[config.mk]
export PLATFORM = sky130hd
export DESIGN_NAME = bss_ctrl
export DESIGN_NICKNAME = d
export VERILOG_FILES = /design/src/rtl/core/bss_pkg.sv /design/src/rtl/core/bss_ctrl.sv
export SDC_FILE = /design/constraint.sdc
export NUM_CORES = 1
export LEC_CHECK = 0
export BUFFER_PORTS_ARGS = -buffer_cell sky130_fd_sc_hd__buf_2
export CAP_MARGIN = 0
export CORE_AREA = 5 5 42 44
export DETAILED_ROUTE_END_ITERATION = 10
export DIE_AREA = 0 0 47 49
export PLACE_DENSITY_LB_ADDON = 0.25
export REMOVE_ABC_BUFFERS = 1
export SLEW_MARGIN = 20
export SYNTH_ARGS = -nofsm -noshare
export SYNTH_HDL_FRONTEND = slang
export SYNTH_SLANG_ARGS = --single-unit
[constraint.sdc]
create_clock -name clk_i -period 1.27 [get_ports clk_i]
set_clock_uncertainty 0.15 [all_clocks]
set_input_delay 0.0635 -clock clk_i [delete_from_list [all_inputs] [get_ports clk_i]]
set_output_delay 0.0635 -clock clk_i [all_outputs]
set_load 0.02 [all_outputs]
[src/rtl/core/bss_pkg.sv]
// Package with shared types and constants of the bundle slot store.
`default_nettype none
package bss_pkg;
  localparam int unsigned Slots = 16;
  localparam int unsigned SlotW = 4;
  localparam int unsigned CntW = 5;

  typedef enum logic [1:0] {
    ACT_SAVE   = 2'd0,
    ACT_TICK   = 2'd1,
    ACT_DELETE = 2'd2,
    ACT_CLEAR  = 2'd3
  } action_e;

  typedef enum logic [2:0] {
    ST_NEW     = 3'd0,
    ST_DUP     = 3'd1,
    ST_EVICTED = 3'd2,
    ST_DELETED = 3'd3,
    ST_EMPTY   = 3'd4,
    ST_TICK    = 3'd5,
    ST_CLEARED = 3'd6
  } status_e;

  localparam logic [15:0] StepReset = 16'd5;
  localparam logic [15:0] ExpireReset = 16'd6;
  localparam logic [2:0] AddrStep = 3'd0;
  localparam logic [2:0] AddrExpire = 3'd4;

  typedef struct packed {
    logic [1:0]  action;
    logic [31:0] source_node;
    logic [31:0] creation_time;
    logic [31:0] sequence_number;
    logic [31:0] fragment_offset;
    logic [15:0] bundle_size;
    logic [31:0] bundle_lifetime;
    logic [3:0]  target_slot;
  } in_item_t;

  typedef struct packed {
    logic [3:0] slot;
    logic [2:0] status;
    logic [4:0] expired_count;
    logic [4:0] free_slots;
    logic [4:0] stored_count;
  } out_item_t;

  // Controller to datapath.
  typedef struct packed {
    logic       load;      // capture input item, reset scan
    logic       scan;      // process slot at scan index
    logic       commit;    // apply save/delete/clear result
    logic       last_slot; // scan index is last slot
  } cmd_t;

  // Datapath to controller.
  typedef struct packed {
    logic dup_found;
    logic last;
  } stat_t;
endpackage
`default_nettype wire

[src/rtl/core/bss_ctrl.sv]
// Controller state machine sequencing the slot scan of one item.
`default_nettype none
module bss_ctrl (
  input  wire logic          clk_i,
  input  wire logic          rst_ni,
  input  wire logic          in_valid_i,
  output logic               in_ready_o,
  input  wire logic          out_busy_i,
  input  wire bss_pkg::stat_t stat_i,
  output bss_pkg::cmd_t      cmd_o
);
  import bss_pkg::*;

  typedef enum logic [2:0] {
    S_IDLE   = 3'b001,
    S_SCAN   = 3'b010,
    S_COMMIT = 3'b100
  } state_e;

  state_e state_q, state_d;

  always_comb begin
    state_d = state_q;
    cmd_o = '0;
    in_ready_o = 1'b0;
    case (state_q)
      S_IDLE: begin
        in_ready_o = 1'b1;
        if (in_valid_i) begin
          cmd_o.load = 1'b1;
          state_d = S_SCAN;
        end
      end
      S_SCAN: begin
        cmd_o.scan = 1'b1;
        cmd_o.last_slot = stat_i.last;
        // A duplicate stops the scan early; the table stays untouched.
        if (stat_i.last || stat_i.dup_found) state_d = S_COMMIT;
      end
      S_COMMIT: begin
        if (!out_busy_i) begin
          cmd_o.commit = 1'b1;
          state_d = S_IDLE;
        end
      end
      default: state_d = S_IDLE;
    endcase
  end

  always_ff @(posedge clk_i or negedge rst_ni) begin
    if (!rst_ni) state_q <= S_IDLE;
    else state_q <= state_d;
  end
endmodule
`default_nettype wire

# ---- Word-level counts from Yosys, hierarchy flattened
# Cells that the tools add are included.
dict set report word_totals {
  romBits 0
  ramBits 0
  regBits 3
  elab_cells 20
  memories 0
  latch_bits 0
}
dict set report op_classes {
  n_mul 0
  shifts 0
  n_bitwise 0
  n_div 0
  order_cmp 0
  eq_ne 6
  mux 11
  reduce_logical 2
  add_sub_neg 0
}
# op count
set ops {}
lappend ops {{$mux W3} 3}
lappend ops {{$pmux W3 S3} 1}
lappend ops {{$mux W1} 7}
lappend ops {{$ne A2 B2 Y1 const B} 3}
lappend ops {{$eq A3 B1 Y1 const B} 1}
lappend ops {{$eq A3 B2 Y1 const B} 1}
lappend ops {{$eq A3 B3 Y1 const B} 1}
lappend ops {{$reduce_and A3 Y1} 1}
lappend ops {{$logic_or A1 B1 Y1} 1}

# ---- Depth between registers and ports, before layout
dict set report logic_depth {
  word_depth 3
  ltp_mapped 3
  depth_no_buf 3
}

# ---- Worst setup path before layout
# Ideal clock, no wire load.
dict set report synth_path {
  path_kind {reg2out}
  from {register state_q[1]}
  to {output cmd_o[0] (netlist name)}
  slack_ps -285
  arrival_ps 1342
  n_path_buf 0
  t_required_ps 1057
  path_stages_with_launch 4
  cell_sequence {dfrtp_1 > inv_2 > nor3_1 > and2_1}
}
# element line
set synth_lines {}
lappend synth_lines {{start: declaration} bss_ctrl.sv:20} ;# state_e state_q, state_d;
lappend synth_lines {{start signal: assignment} bss_ctrl.sv:52} ;# else state_q <= state_d;
lappend synth_lines {{end: declaration} bss_ctrl.sv:10} ;# output bss_pkg::cmd_t cmd_o

==> results.md <==
- Status: finished with violations
- Failing checks: setup timing
- Gp weighted congestion: ~0.72
- Synth Warn #: 0
- Post-Synth Adder-Cell Area: 0%
- TritonCTS buffer count: 3
- PD cells: 2070 nW/um^2
- Crit path DAT: 1230 ps
- Final min period: 1440 ps
- Die width: around 47 um
- Worst-margin pin slew: between 200 and 250 ps
- Placement Rows: 14
- Max-slew violation total from the final report: 0
- Seq/Total Area, Yosys: between 40% and 50%
- Wirelength per Cell: between 10 and 15 um
- Worst vdd ir: 0.661 mV
- P_leak: roughly 0.00017 uW
- Final setup fails: 5
- Clock H-tree levels: 1
- R2R Setup Slk: 40 ps
- Synthesized cell area: around 170 sq um
- Clock Sinks: 3
- N_diodes: 0
- TritonRoute pass-1 iters: 2
- Worst-path clk slew: about 40 ps
- Gr ovfl total: 0
- Xor-xnor portion of the synthesized cell area: 0%
- Regs by FF count: state_q: 3 flops
- Nets: 47
- Hold Vio Cnt, Final: 0
- CTS root buf: clkbuf_4
- Worst EP required: between 1000 and 1500 ps
- MaxCap Viol Count: 0
- First-pass GRT wire length: between 1000 and 1500 um
- Detailed Route WL: 635 um
- Seq cells post-synth: 3
- Nature of the critical path startpoint: register
- Routed vias: 230
- Min Hold Slack: approximately 13 ps
- Rel. slew slack: between 80% and 90%
- CTS tree: yes
- HP Class: in2async
- Final Cell Area: between 300 and 400 sq um
- Mux cell area share after synthesis: 0%
- I/O pin cnt: 11
- Max Buffers Root-to-Sink: 2
- Largest family of logic cells by synthesized area: simple AND/OR/NAND/NOR gates
- Layout cells sized above 1: 70.0%
- Initial Util: between 10% and 20%
- Die height: ~49 um
- Clock Latency Late Sink: roughly 230 ps
- Core Util, Final: 28.3%
- Pre-CTS setup slack: -9.42 ps
- Layout fillers: 160
- Critical path class: reg2out
- Unrepaired setup endpoints after global routing: true
- Area growth, synth to finish: 128%
- Vias in the first global route: 258
- Final Cycle Share: 113%
- CP max FO: 7
- Post-DP HPWL: around 390 um
- GR Util All Layers: roughly 6.4%
- Simple-Gate Fraction of Synth Area: 45.3%
- Drt initial violations: 2
- Synth Area in Compound Gates: between 8 and 9%
- Antenna-violating nets left: 0
- Via density: ~4.1
- Drc violations: 0
- Initial antenna violation count: 0
- Max reg flops: 3
- Netlist cell types: 13
- Avg Cell Area, Syn: slightly below 10 sq um
- Pin count of the biggest net entering global routing: 8
- Placed cell area: about 240 sq um
- Crit. End Element: output port
- PortBufs: 10
- Mapped Cells: 18
- Die ar.: between 2000 and 2500 sq um
- Final setup margin: -169 ps
- Core ar.: between 1000 and 1500 sq um
- Achievable Freq: about 700 MHz
- Biggest register: state_q
cell families (layout without fill, tap and decap cells):
family	after synthesis	in the layout
buffers and inverters	1	23
AND/OR/NAND/NOR	12	12
flip-flops	3	3
AO/OA/AOI/OAI	2	2
worst max-delay path, cell delays in order (launching register included):
cell and delay [ps]:
dfstp_2 600, and4bb_2 270, buf_6 120
Yosys cell counts:
library cell | n | area (sq um)
and4bb_2 | 1 | 12.5
nor2_1 | 3 | 11.3
nor3_1 | 2 | 10.0
or3_1 | 1 | 6.26
nand3b_1 | 1 | 7.51
nor3b_1 | 1 | 7.51
and2_1 | 1 | 6.26
nor4b_1 | 2 | 17.5
a21oi_2 | 1 | 8.76
dfstp_2 | 1 | 26.3
a31oi_1 | 1 | 6.26
dfrtp_1 | 2 | 50.1
inv_2 | 1 | 3.75
routing by layer:
layer / track usage (%) / part of all wire [%] / vias to the layer above
met2: 7.92 / 46 / 11
met5: 0 / 0 / -
met4: 6.91 / 0 / 0
met1: 7.33 / 42 / 108
met3: 2.95 / 11 / 0
li1: - / - / 111
cells in the final DEF (no fill, tap or decap), drive strengths merged:
master,count
nand3b,1
dfrtp,2
buf,15
dlygate4sd3,3
a31oi,1
or3,1
and4bb,1
and2,1
a21oi,1
inv,1
nor4b,2
nor2,3
nor3b,1
dfstp,1
nor3,2
clkbuf,4
layout make-up:
class	count	area [sq um]	share of cell area [%]
Timing Repair Buffer	18	143	36.0
Multi-Input combinational cell	14	125	31.5
Sequential cell	3	78.8	19.9
Clock buffer	4	26.3	6.62
Tap cell	16	20.0	5.05
Inverter	1	3.75	0.946
through the flow:
step / power, uW / instances / TNS (ps)
2_1_floorplan: 351 / 18 / -588
3_3_place_gp: 429 / 44 / 0
3_5_place_dp: 434 / 44 / -9.42
4_1_cts: 734 / 53 / -596
5_1_grt: 880 / 56 / -882
6_report: 823 / 56 / -595
report_power, final:
group | internal [uW] | switching [uW] | total [uW]
clock | 118 | 45.9 | 163
sequential | 146 | 69.5 | 215
combinational | 259 | 185 | 444
total | 522 | 301 | 823
worst paths after layout:
path,to,depth (start not counted),from
max in group asynchronous,state_q[0],2,rst_ni
max,cmd_o[3],2,state_q[0]
min in group clk_i,state_q[1],4,stat_i[1]
min,state_q[2],2,rst_ni
min reg2reg,state_q[1],1,state_q[2]
max reg2reg,state_q[1],4,state_q[0]
what timing repair did:
item,CTS,global route
gates resized for setup,10,6
pin swaps,1,2
setup buffers,2,3
endpoints found under the hold margin,5,0
hold buffers,3,0
endpoints found under the setup margin,5,6
Note: power is estimated with default switching activity, not from simulation.
